## src/tls_pkg.sv

```systemverilog
// Shared types and constants for the text line splitter.
// Used by tls_core and text_line_splitter_top; depends on nothing else.
`default_nettype none

package tls_pkg;

    // Input command codes.
    localparam logic CMD_DATA = 1'b0;
    localparam logic CMD_END  = 1'b1;

    // Byte values the splitter looks for.
    localparam logic [7:0] BOM0  = 8'hEF;
    localparam logic [7:0] BOM1  = 8'hBB;
    localparam logic [7:0] BOM2  = 8'hBF;
    localparam logic [7:0] CH_LF = 8'h0A;
    localparam logic [7:0] CH_CR = 8'h0D;

    // One request can produce at most this many results.
    localparam int MaxResults = 4;
    localparam int SlotW      = $clog2(MaxResults);
    localparam int CountW     = $clog2(MaxResults + 1);
    localparam int IndexW     = 32;

    // What one result carries.
    typedef enum logic [1:0] {
        KIND_BYTE = 2'd0,
        KIND_LINE = 2'd1,
        KIND_END  = 2'd2,
        KIND_NONE = 2'd3
    } kind_t;

    typedef struct packed {
        kind_t      kind;
        logic [7:0] value;
    } slot_t;

    // All results caused by one input request. At most one of them
    // closes a line, so a single line index is shared by the group.
    typedef struct packed {
        logic [CountW-1:0]           count;
        slot_t [MaxResults-1:0]      slot;
        logic [IndexW-1:0]           index;
    } bundle_t;

endpackage

`default_nettype wire

```

## src/text_line_splitter_top.sv

```systemverilog
// Top level of the text line splitter: stream handshakes and result buffer.
// Depends on tls_pkg and tls_core.
`default_nettype none

// Each accepted request is decoded in the cycle it is taken and its whole
// group of results (none to four) lands in one output buffer, from which
// the results leave one per cycle while m_tready is high, starting the next
// cycle. Plain text therefore runs at one byte per cycle when the receiver
// does not stall; a request that yields several results holds the buffer
// until all are taken, which only happens around a held byte order mark, a line
// end after a CR, or the end of stream. A new request is taken in the same
// cycle the final result of the previous group is taken.
module text_line_splitter_top (
    input  wire logic        aclk,
    input  wire logic        aresetn,
    input  wire logic        s_tvalid,
    output logic             s_tready,
    input  wire logic [7:0]  s_tdata,   // [7:0] data_byte
    input  wire logic [0:0]  s_tuser,   // [0] cmd
    output logic             m_tvalid,
    input  wire logic        m_tready,
    output logic [39:0]      m_tdata,   // [7:0] out_byte, [39:8] line_index
    output logic [2:0]       m_tuser,   // [0] byte_valid, [1] line_end, [2] stream_end
    output logic             m_tlast
);
    import tls_pkg::*;

    logic              s_take;
    logic              m_take;
    logic              group_done;
    bundle_t           bundle;
    bundle_t           bundle_reg, bundle_next;
    logic              valid_reg, valid_next;
    logic [SlotW-1:0]  pos_reg, pos_next;
    slot_t             cur;
    logic              is_last;

    tls_core u_core (
        .aclk      (aclk),
        .aresetn   (aresetn),
        .take      (s_take),
        .cmd       (s_tuser[0]),
        .data_byte (s_tdata),
        .bundle    (bundle)
    );

    // The current result and whether it closes its group.
    assign cur        = bundle_reg.slot[pos_reg];
    assign is_last    = ({1'b0, pos_reg} + 1'b1) == bundle_reg.count;
    assign m_take     = valid_reg && m_tready;
    assign group_done = m_take && is_last;
    assign s_tready   = !valid_reg || group_done;
    assign s_take     = s_tvalid && s_tready;

    // Result buffer: loaded with a new group, or stepped one result ahead.
    always_comb begin
        bundle_next = bundle_reg;
        valid_next  = valid_reg;
        pos_next    = pos_reg;
        if (s_take) begin
            bundle_next = bundle;
            valid_next  = (bundle.count != '0);
            pos_next    = '0;
        end else if (group_done) begin
            valid_next = 1'b0;
        end else if (m_take) begin
            pos_next = pos_reg + 1'b1;
        end
    end

    always_ff @(posedge aclk) begin
        if (!aresetn) begin
            valid_reg <= 1'b0;
            pos_reg   <= '0;
        end else begin
            valid_reg <= valid_next;
            pos_reg   <= pos_next;
        end
    end

    always_ff @(posedge aclk) begin
        bundle_reg <= bundle_next;
    end

    // Output fields of the current result.
    assign m_tvalid     = valid_reg;
    assign m_tlast      = is_last;
    assign m_tdata[7:0] = (cur.kind == KIND_BYTE) ? cur.value : 8'd0;
    assign m_tdata[39:8] = (cur.kind == KIND_LINE) ? bundle_reg.index : '0;
    assign m_tuser[0]   = (cur.kind == KIND_BYTE);
    assign m_tuser[1]   = (cur.kind == KIND_LINE);
    assign m_tuser[2]   = (cur.kind == KIND_END);

`ifndef SYNTH
    // A held group is never empty and the read position stays inside it.
    assert property (@(posedge aclk) disable iff (!aresetn)
        valid_reg |-> (bundle_reg.count != '0) && ({1'b0, pos_reg} < bundle_reg.count))
        else $error("result buffer position outside its group");

    // Every shown result is exactly one kind.
    assert property (@(posedge aclk) disable iff (!aresetn)
        m_tvalid |-> $onehot(m_tuser))
        else $error("result carries no kind or several kinds");

    // The stream end marker is always the final result of its request.
    assert property (@(posedge aclk) disable iff (!aresetn)
        (m_tvalid && m_tuser[2]) |-> m_tlast)
        else $error("stream end marker is not the final result");

    // A closed line always has a nonzero index.
    assert property (@(posedge aclk) disable iff (!aresetn)
        (m_tvalid && m_tuser[1]) |-> (m_tdata[39:8] != '0))
        else $error("line end with zero line index");

    // A group that was not finished must not be overwritten.
    assert property (@(posedge aclk) disable iff (!aresetn)
        (s_take && valid_reg) |-> group_done)
        else $error("new request taken over an unfinished group");
`endif

endmodule

`default_nettype wire

```

## src/tls_core.sv

```systemverilog
// Splitter state and the per-request decode into a group of results.
// Depends on tls_pkg.
`default_nettype none

module tls_core (
    input  wire logic             aclk,
    input  wire logic             aresetn,
    input  wire logic             take,
    input  wire logic             cmd,
    input  wire logic [7:0]       data_byte,
    output tls_pkg::bundle_t      bundle
);
    import tls_pkg::*;

    // Byte order mark check progress.
    localparam logic [1:0] PH_WAIT = 2'd0;
    localparam logic [1:0] PH_EF   = 2'd1;
    localparam logic [1:0] PH_EFBB = 2'd2;
    localparam logic [1:0] PH_DONE = 2'd3;

    logic              cr_pending_reg, cr_pending_next;
    logic [1:0]        bom_phase_reg, bom_phase_next;
    logic              line_has_bytes_reg, line_has_bytes_next;
    logic              finalized_reg, finalized_next;
    logic [IndexW-1:0] lines_closed_reg, lines_closed_next;
    logic [IndexW-1:0] lines_inc;
    logic              closed;
    logic [CountW-1:0] n;

    // Saturating count of closed lines, as it reads after one more close.
    assign lines_inc = lines_closed_reg + {{(IndexW-1){1'b0}}, (lines_closed_reg != '1)};

    // Walk the request in order, appending results as they arise.
    always_comb begin
        cr_pending_next     = cr_pending_reg;
        bom_phase_next      = bom_phase_reg;
        line_has_bytes_next = line_has_bytes_reg;
        finalized_next      = finalized_reg;
        closed              = 1'b0;
        n                   = '0;
        bundle.slot         = '0;

        if (take) begin
            if (cmd == CMD_END) begin
                if (!finalized_reg) begin
                    // Release held mark bytes, then close any open line.
                    if (bom_phase_reg == PH_EF || bom_phase_reg == PH_EFBB) begin
                        bundle.slot[n[SlotW-1:0]] = '{kind: KIND_BYTE, value: BOM0};
                        n = n + 1'b1;
                    end
                    if (bom_phase_reg == PH_EFBB) begin
                        bundle.slot[n[SlotW-1:0]] = '{kind: KIND_BYTE, value: BOM1};
                        n = n + 1'b1;
                    end
                    bom_phase_next = PH_DONE;
                    if (cr_pending_reg || line_has_bytes_reg) begin
                        bundle.slot[n[SlotW-1:0]] = '{kind: KIND_LINE, value: 8'd0};
                        n = n + 1'b1;
                        closed              = 1'b1;
                        line_has_bytes_next = 1'b0;
                    end
                    cr_pending_next = 1'b0;
                    finalized_next  = 1'b1;
                end
                bundle.slot[n[SlotW-1:0]] = '{kind: KIND_END, value: 8'd0};
                n = n + 1'b1;
            end else if (!finalized_reg) begin
                // A pending CR closes its line before this byte counts.
                if (cr_pending_reg) begin
                    bundle.slot[n[SlotW-1:0]] = '{kind: KIND_LINE, value: 8'd0};
                    n = n + 1'b1;
                    closed              = 1'b1;
                    cr_pending_next     = 1'b0;
                    line_has_bytes_next = 1'b0;
                    bom_phase_next      = PH_DONE;
                end

                if (cr_pending_reg && data_byte == CH_LF) begin
                    // LF right after CR is part of the same line end.
                end else if (bom_phase_next == PH_WAIT && data_byte == BOM0) begin
                    bom_phase_next      = PH_EF;
                    line_has_bytes_next = 1'b1;
                end else if (bom_phase_next == PH_EF && data_byte == BOM1) begin
                    bom_phase_next = PH_EFBB;
                end else if (bom_phase_next == PH_EFBB && data_byte == BOM2) begin
                    bom_phase_next = PH_DONE;
                end else begin
                    // Not a mark: give back what was held, then handle the byte.
                    if (bom_phase_next == PH_EF || bom_phase_next == PH_EFBB) begin
                        bundle.slot[n[SlotW-1:0]] = '{kind: KIND_BYTE, value: BOM0};
                        n = n + 1'b1;
                    end
                    if (bom_phase_next == PH_EFBB) begin
                        bundle.slot[n[SlotW-1:0]] = '{kind: KIND_BYTE, value: BOM1};
                        n = n + 1'b1;
                    end
                    bom_phase_next = PH_DONE;
                    if (data_byte == CH_LF) begin
                        bundle.slot[n[SlotW-1:0]] = '{kind: KIND_LINE, value: 8'd0};
                        n = n + 1'b1;
                        closed              = 1'b1;
                        line_has_bytes_next = 1'b0;
                    end else if (data_byte == CH_CR) begin
                        cr_pending_next = 1'b1;
                    end else begin
                        bundle.slot[n[SlotW-1:0]] = '{kind: KIND_BYTE, value: data_byte};
                        n = n + 1'b1;
                        line_has_bytes_next = 1'b1;
                    end
                end
            end
        end

        bundle.count      = n;
        bundle.index      = closed ? lines_inc : '0;
        lines_closed_next = closed ? lines_inc : lines_closed_reg;
    end

    // Splitter state registers.
    always_ff @(posedge aclk) begin
        if (!aresetn) begin
            cr_pending_reg     <= 1'b0;
            bom_phase_reg      <= PH_WAIT;
            line_has_bytes_reg <= 1'b0;
            finalized_reg      <= 1'b0;
            lines_closed_reg   <= '0;
        end else begin
            cr_pending_reg     <= cr_pending_next;
            bom_phase_reg      <= bom_phase_next;
            line_has_bytes_reg <= line_has_bytes_next;
            finalized_reg      <= finalized_next;
            lines_closed_reg   <= lines_closed_next;
        end
    end

endmodule

`default_nettype wire

```

## config.mk

```make
export PLATFORM = sky130hd
export DESIGN_NAME = text_line_splitter_top
export DESIGN_NICKNAME = d
export VERILOG_FILES = /design/src/tls_pkg.sv /design/src/text_line_splitter_top.sv /design/src/tls_core.sv
export SDC_FILE = /design/constraint.sdc
export NUM_CORES = 1
export LEC_CHECK = 0
export ABC_AREA = 1
export BUFFER_PORTS_ARGS = -buffer_cell sky130_fd_sc_hd__buf_2
export CAP_MARGIN = 20
export CELL_PAD_IN_SITES_DETAIL_PLACEMENT = 0
export CELL_PAD_IN_SITES_GLOBAL_PLACEMENT = 2
export CORE_ASPECT_RATIO = 0.6
export CORE_MARGIN = 8
export CORE_UTILIZATION = 35
export CTS_CLUSTER_SIZE = 25
export DETAILED_ROUTE_END_ITERATION = 6
export PLACE_DENSITY = 0.75
export SLEW_MARGIN = 10
export SYNTH_ARGS = -nofsm -noshare
export SYNTH_HDL_FRONTEND = slang
export SYNTH_SLANG_ARGS = --single-unit
```

## constraint.sdc

```tcl
create_clock -name aclk -period 4.6 [get_ports aclk]
set_input_delay 0.69 -clock aclk [delete_from_list [all_inputs] [get_ports aclk]]
set_output_delay 0.69 -clock aclk [all_outputs]
set_load 0.01 [all_outputs]
```

* After elaboration in Yosys (flattened, before gate mapping) *
Index checks and enable logic that the tools add are counted.

operators by class
  $add $sub $neg = 9
  magnitude comparators = 13
  equal/unequal tests = 14
  multiplexer cells = 141
  bitwise operators = 21
  reduce and logical (&&, ||, !) cells = 27

operator list
  cell                                                         number
  2-to-1 mux 40 bit                                            32
  2-to-1 mux 10 bit                                            13
  demux 10 bit (select 2 bit)                                  6
  2-to-1 mux 3 bit                                             39
  AND 36 bit                                                   3
  inverter 36 bit                                              3
  bitwise mux 40 bit                                           1
  2-to-1 mux 1 bit                                             36
  adder 32 x 1 -> 32 bit                                       1
  2-to-1 mux 32 bit                                            1
  inequality test 32 bit (second input constant)               1
  inverter 16 bit                                              2
  bitwise OR 7 x 28 -> 28 bit                                  1
  equality test 8 bit (second input constant)                  3
  bitwise OR 24 bit                                            1
  bitwise OR 6 x 24 -> 24 bit                                  1
  less-than comparator 2 x 3 -> 1 bit (second input constant)  7
  binary-select mux 10 bit (select 2 bit)                      1
  adder 3 x 1 -> 3 bit (second input constant)                 6
  2-to-1 mux 2 bit                                             9
  AND 16 bit                                                   1
  AND 4 x 16 -> 16 bit                                         1
  equality test 8 x 4 -> 1 bit (second input constant)         2
  2-to-1 mux 8 bit                                             2
  21 further kinds                                             52

storage, ports and cells
  bits in registers = 115
  input port bits = 13
  output and inout bits = 46
  word-level logic and storage cells = 242

* Longest topological paths before layout *
Gate-level depths: netlist of run 1.

  word-level depth = 39
  gate-level depth with buffers = 18
  mapped depth without buffers = 18

* By module *
A second synthesis of run 1 with hierarchy kept.

unflattened totals
  cell total of the unflattened synthesis = 893
  area total of the unflattened synthesis = 6980.4 um^2

by module, submodules not included
  module                  times used  cells each  area each (um^2)  sequential area each (um^2)
  tls_core                1           631         3613.5            740.7
  text_line_splitter_top  1           262         3367.0            2312.2

* Worst setup path after synthesis of run 1 *
Ideal clock, no wire load.

  kind = reg-to-reg
  from = register pos_reg[0]
  to = register bundle_reg[11] (netlist bit) (data pin)
  setup time = 0.139 ns
  arrival time = 2.665 ns
  required time = 4.461 ns
  slack = 1.796 ns
  stages on the path, launching flop included = 10
  buffers on the path = 1
  clock period less this slack = 2.804 ns
  path through = dfxtp_1 ha_1 xnor2_1 nand3_1 nand2_1 nand3_2 inv_2 buf_2 nand3_1 inv_1

on the way
  word-level cells in the longest chain between the ends = 6

ends and longest elaborated chain
  element                 RTL line                      RTL
  start, declared         text_line_splitter_top.sv:34  logic [SlotW-1:0] pos_reg, pos_next;
  start signal, assigned  text_line_splitter_top.sv:77  pos_reg <= pos_next;
  adder 2 x 1 -> 3 bit    text_line_splitter_top.sv:49  assign is_last = ({1'b0, pos_reg} + 1'b1) == bundle_reg.count;
  equality test 3 bit     text_line_splitter_top.sv:49
  logical AND 1 bit       text_line_splitter_top.sv:51  assign group_done = m_take && is_last;
  logical OR 1 bit        text_line_splitter_top.sv:52  assign s_tready = !valid_reg || group_done;
  logical AND 1 bit       text_line_splitter_top.sv:53  assign s_take = s_tvalid && s_tready;
  via s_take              text_line_splitter_top.sv:28  logic s_take;
  2-to-1 mux 1 bit        tls_core.sv:43                if (take) begin
  end signal, assigned    text_line_splitter_top.sv:82  bundle_reg <= bundle_next;
  end, declared           text_line_splitter_top.sv:32  bundle_t bundle_reg, bundle_next;

The timed path passes the listed nets, and every way through them passes these cells.
A chain may end at the register's enable or synchronous reset.

* Worst setup path in the final report of run 1 *
  from = register pos_reg[0]
  to = output m_tdata[23]

on the way
  word-level cells in the longest chain between the ends = 4

ends and longest elaborated chain
  element                                  RTL line                      RTL
  binary-select mux 10 bit (select 2 bit)  text_line_splitter_top.sv:48  assign cur = bundle_reg.slot[pos_reg];
  2-to-1 mux 10 bit (not written as such)  text_line_splitter_top.sv:48
  equality test 2 x 1 -> 1 bit             text_line_splitter_top.sv:89  assign m_tdata[39:8] = (cur.kind == KIND_LINE) ? bundle_reg.index : '0;
  2-to-1 mux 32 bit                        text_line_splitter_top.sv:89
  end, declared                            text_line_splitter_top.sv:22  output logic [39:0] m_tdata,

Every way passes these cells. The select of a mux whose other input is x is not followed.

==> results of run 1 <==
==> tightest hold or removal path: cells and delay by family, from the launching register on <==
| family | cells | cell delay [ns] |
|---|---|---|
| AOI/OAI and AO/OA | 1 | 0.06 |
| DFF | 1 | 0.31 |
| and+or+nand+nor | 1 | 0.06 |
==> layout by cell type (no fill, tap or decap), types with 20 or more instances in the layout <==
cell      synthesis  routed
nand2_1         165     165
inv_1           145     145
nor2_1          119     119
edfxtp_1         75      75
a21oi_1          59      59
buf_2             9      58
nand3_1          50      50
o21ai_0          41      41
dfxtp_1          40      40
nor3_1           21      21
xor2_1           20      20
ha_1             20      20
==> per-stage QoR <==
stage / util / hold slack (ns) / area (um2) / power, mW / worst slack (ns)
global placement: 0.379 / 0.454 / 7100 / 2.90 / 1.40
global route: 0.413 / 0.497 / 7750 / 4.58 / 0.910
CTS: 0.413 / 0.474 / 7750 / 4.32 / 1.10
floorplan: - / 0.444 / 6630 / 2.42 / 1.80
detailed placement: 0.381 / 0.465 / 7130 / 2.92 / 1.30
finish: 0.413 / 0.473 / 7750 / 4.30 / 1.18
==> power groups by stage <==
| stage | Combinational, mW | Sequential [mW] | Clock [mW] |
|---|---|---|---|
| global placement | 1.38 | 1.52 | 0 |
| floorplan | 0.972 | 1.45 | 0 |
| CTS | 1.41 | 1.50 | 1.41 |
| detailed placement | 1.40 | 1.52 | 0 |
| global route | 1.59 | 1.52 | 1.46 |
| finish | 1.41 | 1.50 | 1.39 |
==> per-layer routing <==
metal	GRT usage	routed length, um	vias up
met4	0.0416	130	0
li1	-	-	2827
met1	0.278	11600	2569
met5	0	0	-
met3	0.0392	1110	11
met2	0.182	6220	134
==> area by class of cell <==
cell class	count	area [um2]
well taps	246	308
flip-flops and latches	115	3050
clock inverters	15	190
inverters	152	578
repair buffers	63	348
fillers	1930	11000
clock buffers	17	425
multi-input cells	557	2840
==> worst max-delay path by stage <==
stage / start / to / slack [ns] / cells past startpoint
2_1_floorplan: pos_reg[0] / bundle_reg[11] / 1.80 / 9
3_3_place_gp: pos_reg[0] / bundle_reg[42] / 1.40 / 7
3_5_place_dp: pos_reg[0] / bundle_reg[45] / 1.30 / 7
4_1_cts: pos_reg[0] / m_tdata[23] / 1.10 / 8
5_1_grt: pos_reg[0] / m_tdata[23] / 0.91 / 8
6_report: pos_reg[0] / m_tdata[23] / 1.18 / 8
==> kinds of logic after synthesis <==
kind of cell,after synthesis,share of synthesized area
compound gates,110,0.0895
xor+xnor,28,0.0372
flops,115,0.462
other cells,1,0.000568
fa+ha+maj,20,0.0379
buf+inv,175,0.111
simple gates,391,0.262
==> run_results.csv, run 1 <==
group,metric,value,unit
clock_network,cts_tree,"built",
pwr,pwr-share-clk,0.324,
floorplanning,die_w,193,um
critical_path,r2r_start,"pos_reg[0]",
critical_path,cp_max_fo,32,
final_layout,area_growth,17.3,%
routing,routed_wl,19.1,mm
floorplanning,initial_core_util,0.352,
yosys,yosysUniqueCellTypes,37,
pwr,leakage,3.61,nW
yosys,yosysTopAreaCellShare,0.341,
pwr,p_seq_frac,0.349,
clock_network,cts_setup_buffers,0,
floorplanning,io_pins,59,
sta,worst_pin_slew,0.810,ns
critical_path,crit_type,"reg -> out",
clock_network,htreeDepth,4,
sta,rsz0062_at_grt,"no",
clock_network,clockBufferDepth,2,
job,maxCapViolCount,0,
min_path,worstHoldStart,"u_core.lines_closed_reg[30]",
clock_network,cts.sinks,115,
routing,route.detailed.drc,0,
clock_network,hold_buffers,0,
routing,ant_nets,0,
routing,avgRoutedWirePerCell,16.4,um
yosys,ys.warnings.count,0,
routing,vias,5541,
clock_network,cts_root_buf,"clkbuf_16",
routing,first_pass_iters,5,
critical_path,crit_top_cell,"nor2_1",
final_layout,final_nets,939,
pwr,ir_drop,209,uV
routing,first_iter_violations,459,
critical_path,slowest_stage,"dfxtp_1",
min_path,whs_endpoint,"u_core.lines_closed_reg[30]",
clock_network,post_cts_resized,0,
final_layout,finalNonFillerCells,1165,
pwr,power.switching,1.63,mW
placement,dpl.hpwl,14.7,mm
critical_path,cp-start-kind,"flop",
min_path,hold_depth,2,
placement,gp_congestion,0.874,
sta,setup_viol,0,
yosys,synth_ff_type,"edfxtp_1",
critical_path,max_stage_delay,0.84,ns
sta,fin_crit,3.42,ns
pwr,switching_share,0.380,
grt,antenna_found_initial,0,
routing,viasPerCell,4.76,
clock_network,cts_buffers,17,
floorplanning,die_y,122,um
sta,hold_viol,0,
yosys,async_reset_ff_frac,0,
yosys,synth_common_cells,"165 x nand2_1, 145 x inv_1, 119 x nor2_1",
critical_path,arrival,2.73,ns
yosys,synthCells,840,
critical_path,worstPathCellList,"inv_2, nand2_1, a32oi_1, nor2_1, inv_1, buf_4, nor2_1, buf_2",
clock_network,path_clk_slew,0.06,ns
grt,grt_remaining_overflow,0,
yosys,yosysMostFrequentCell,"nand2_1",
sta,slew-limit-headroom,0.460,
critical_path,required,3.91,ns
floorplanning,core_area,18700,um2
clock_network,clock_latency,0.42,ns
yosys,synth_area,6600,um2
yosys,syn_area_per_cell,7.86,um2
sta,fin_skew,0.0140,ns
placement,dpl.cell_count,1133,
yosys,yosysSeqAreaShare,0.462,
floorplanning,die-area,23700,um2
pwr,p_comb_frac,0.327,
critical_path,reg2reg_depth,7,
critical_path,critPathTopFamily,"flip-flops",
pwr,p_int,2.67,mW
grt,grt_pass1_wl,29.8,mm
critical_path,end_kind,"output pin",
critical_path,rr_endpoint,"bundle_reg[48]",
placement,numPortBuffers,58,
pwr,power.density,555,nW/um2
final_layout,drive_above_1_share,0.137,
yosys,synth_edf_count,75,
floorplanning,rows,39,
grt,grt_use_total,0.162,
critical_path,path_buf_inv,4,
sta,fin_crit_sh,0.744,
grt,grt_pass1_vias,5155,
sta,maxSlewViolCount,0,
min_path,worstHoldPathType,"reg -> reg",
sta,tns,0,ns
critical_path,r2r_setup_slack,1.30,ns
yosys,synth_largest_area_cell,"edfxtp_1",
final_layout,n_antenna_cell,0,
status,status,"completed",
grt,grt_max_degree,59,
yosys,ys_seq_elements,115,
sta,fmax,0.292,GHz
yosys,synth.top_cells.by_area,"edfxtp_1 34%, dfxtp_1 12%, nand2_1 9.4%, inv_1 8.2%, nor2_1 6.8%",
final_layout,largest_reg_flops,75,
No activity file was read; power rests on OpenSTA's default activity.
==> run 2, diff against run 1 <==
--- a/config.mk
+++ b/config.mk
@@ -12,10 +12,10 @@
 export CELL_PAD_IN_SITES_GLOBAL_PLACEMENT = 2
 export CORE_ASPECT_RATIO = 0.6
 export CORE_MARGIN = 8
-export CORE_UTILIZATION = 35
+export CORE_UTILIZATION = 32
 export CTS_CLUSTER_SIZE = 25
 export DETAILED_ROUTE_END_ITERATION = 6
-export PLACE_DENSITY = 0.75
+export PLACE_DENSITY = 0.72
 export SLEW_MARGIN = 10
 export SYNTH_ARGS = -nofsm -noshare
 export SYNTH_HDL_FRONTEND = slang
==> constraint.sdc (replaced) <==
create_clock -name aclk -period 2.8 [get_ports aclk]
set_input_delay 0.42 -clock aclk [delete_from_list [all_inputs] [get_ports aclk]]
set_output_delay 0.42 -clock aclk [all_outputs]
set_load 0.01 [all_outputs]
==> run_results.csv, run 2 (same netlist as run 1, synthesis figures left out) <==
group,metric,value,unit
sta,slew-limit-headroom,0.503,
critical_path,required,2.95,ns
clock_network,hold_buffers,0,
critical_path,worstPathCellList,"nor2_2, inv_1, ha_1, ha_1, inv_1, nand2_1, nand2_2, inv_1, ha_1, nand2_2, inv_1, nand2_1, o211ai_1, nand2_1",
critical_path,critPathTopFamily,"adder cells",
final_layout,fin_util,0.408,
clock_network,cts_buffers,17,
sta,setup_viol,0,
final_layout,mostFrequentLayoutCells,"162 x nand2_1, 145 x inv_1, 112 x nor2_1, 75 x edfxtp_1, 59 x a21oi_1",
min_path,whs_endpoint,"pos_reg[1]",
clock_network,clock_latency,0.42,ns
critical_path,r2r_start,"u_core.bom_phase_reg[1]",
status,status,"completed",
clock_network,htreeDepth,4,
routing,first_pass_iters,5,
final_layout,final_nets,992,
routing,ant_nets,0,
routing,routed_wl,19.8,mm
final_layout,finalNonFillerCells,1245,
clock_network,cts_tree,"built",
clock_network,cts.sinks,115,
grt,busiest_layer,"met1",
grt,grt_use_total,0.159,
final_layout,layout_commonest_cell,"nand2_1",
sta,fmax,0.382,GHz
critical_path,crit_top_cell,"inv_1",
sta,maxSlewViolCount,0,
floorplanning,die-area,25600,um2
pwr,ir_drop,485,uV
final_layout,largest_reg_flops,75,
job,maxCapViolCount,0,
min_path,worstHoldPathType,"in -> reg",
pwr,total_power,7.07,mW
final_layout,area_growth,24.5,%
critical_path,rr_endpoint,"bundle_reg[46]",
min_path,worstHoldStart,"m_tready",
placement,dpl.hpwl,15.3,mm
pwr,power.density,861,nW/um2
sta,hold_viol,0,
routing,route.detailed.drc,0,
critical_path,cp_max_fo,5,
placement,placed_cell_area,7550,um2
clock_network,cts_root_buf,"clkbuf_16",
routing,vias,5762,
floorplanning,rows,40,
critical_path,arrival,2.77,ns
critical_path,reg2reg_depth,14,
sta,tns,0,ns
grt,grt_max_degree,42,
grt,antenna_found_initial,0,
critical_path,crit_type,"reg -> reg",
sta,fin_crit_sh,0.934,
clock_network,clockBufferDepth,2,
placement,dpl.cell_count,1211,
floorplanning,io_pins,59,
critical_path,slowest_stage,"dfxtp_1",
grt,grt_remaining_overflow,0,
clock_network,path_clk_slew,0.06,ns
grt,use_met3,0.0598,
floorplanning,initial_core_util,0.328,
floorplanning,core_area,20100,um2
sta,fin_crit,2.61,ns
grt,grt_use_met2,0.177,
pwr,leakage,3.89,nW
critical_path,end_kind,"flop",
final_layout,final_cell_area,8220,um2
sta,fin_skew,0.00967,ns
grt,grt_pass1_vias,5578,
floorplanning,die_y,127,um
grt,grt_pass1_wl,32.1,mm
placement,gp_congestion,0.871,
placement,numPortBuffers,58,
min_path,hold_depth,3,
critical_path,path_buf_inv,4,
sta,worst_pin_slew,0.739,ns
routing,avgRoutedWirePerCell,15.9,um
critical_path,max_stage_delay,0.35,ns
final_layout,n_antenna_cell,0,
final_layout,drive_above_1_share,0.201,
routing,first_iter_violations,484,
sta,rsz0062_at_grt,"no",
critical_path,cp-start-kind,"flop",
routing,viasPerCell,4.63,
critical_path,r2r_setup_slack,0.19,ns
floorplanning,die_w,201,um
grt,met1_usage,0.263,
-- run 2: cell types whose count changed in the layout (fill, tap and decap cells not counted), moves of 2 or more --
cell / before / now
ha_1: 20 / 18
clkinv_4: 1 / 4
nand2_2: 2 / 5
nor2_1: 119 / 112
nand2_1: 165 / 162
buf_4: 4 / 55
dfxtp_2: 0 / 3
ha_2: 0 / 2
dfxtp_1: 40 / 37
inv_6: 7 / 5
buf_12: 0 / 2
nor2_2: 0 / 7
-- run 2: power by group --
group / total [mW] / internal, mW / switching, mW
Combinational: 2.46 / 0.780 / 1.68
Sequential: 2.40 / 2.26 / 0.136
Clock: 2.21 / 1.34 / 0.876
Total: 7.07 / 4.38 / 2.69
-- run 2: worst min-delay path: stages --
cell and delay (ns):
buf_2 0.12, nand4_1 0.08, a21oi_1 0.06
-- run 2: how the worst max path moves through the flow --
stage                           endpoint  cells past startpoint                  startpoint  slack, ns
after floorplan           bundle_reg[33]                     13       u_core.cr_pending_reg       0.36
after global placement    bundle_reg[46]                     14     u_core.bom_phase_reg[1]       0.08
after detailed placement  bundle_reg[35]                     13     u_core.bom_phase_reg[1]       0.05
after CTS                    m_tdata[19]                     10                  pos_reg[1]      0.006
after global routing      bundle_reg[10]                     14  u_core.lines_closed_reg[0]       0.01
final                     bundle_reg[46]                     14     u_core.bom_phase_reg[1]       0.19
-- run 2: layout make-up --
class	count	area, um2
inverters	152	581
multi-input cells	557	2890
clock buffers	17	425
well taps	273	342
repair buffers	116	754
flip-flops and latches	115	3060
fillers	2081	11900
clock inverters	15	173
-- run 2: timing repair --
action / in CTS / in global routing
setup endpoints to repair: 2 / 73
pin swaps: 0 / 9
gates resized for setup: 2 / 18
buffers inserted: 0 / 2
cloned: 0 / 0
-- run 2: stage by stage --
stage,hold slack (ns),setup WS (ns)
after floorplan,0.444,0.356
after global placement,0.455,0.0840
after detailed placement,0.466,0.0527
after CTS,0.289,0.00552
after global routing,0.306,0.0133
final,0.312,0.185
-- run 2: layer usage --
| metal | routed length, um | vias up |
|---|---|---|
| met4 | 144 | 0 |
| met3 | 1640 | 12 |
| li1 | - | 2925 |
| met2 | 6490 | 153 |
| met1 | 11600 | 2672 |
| met5 | 0 | - |
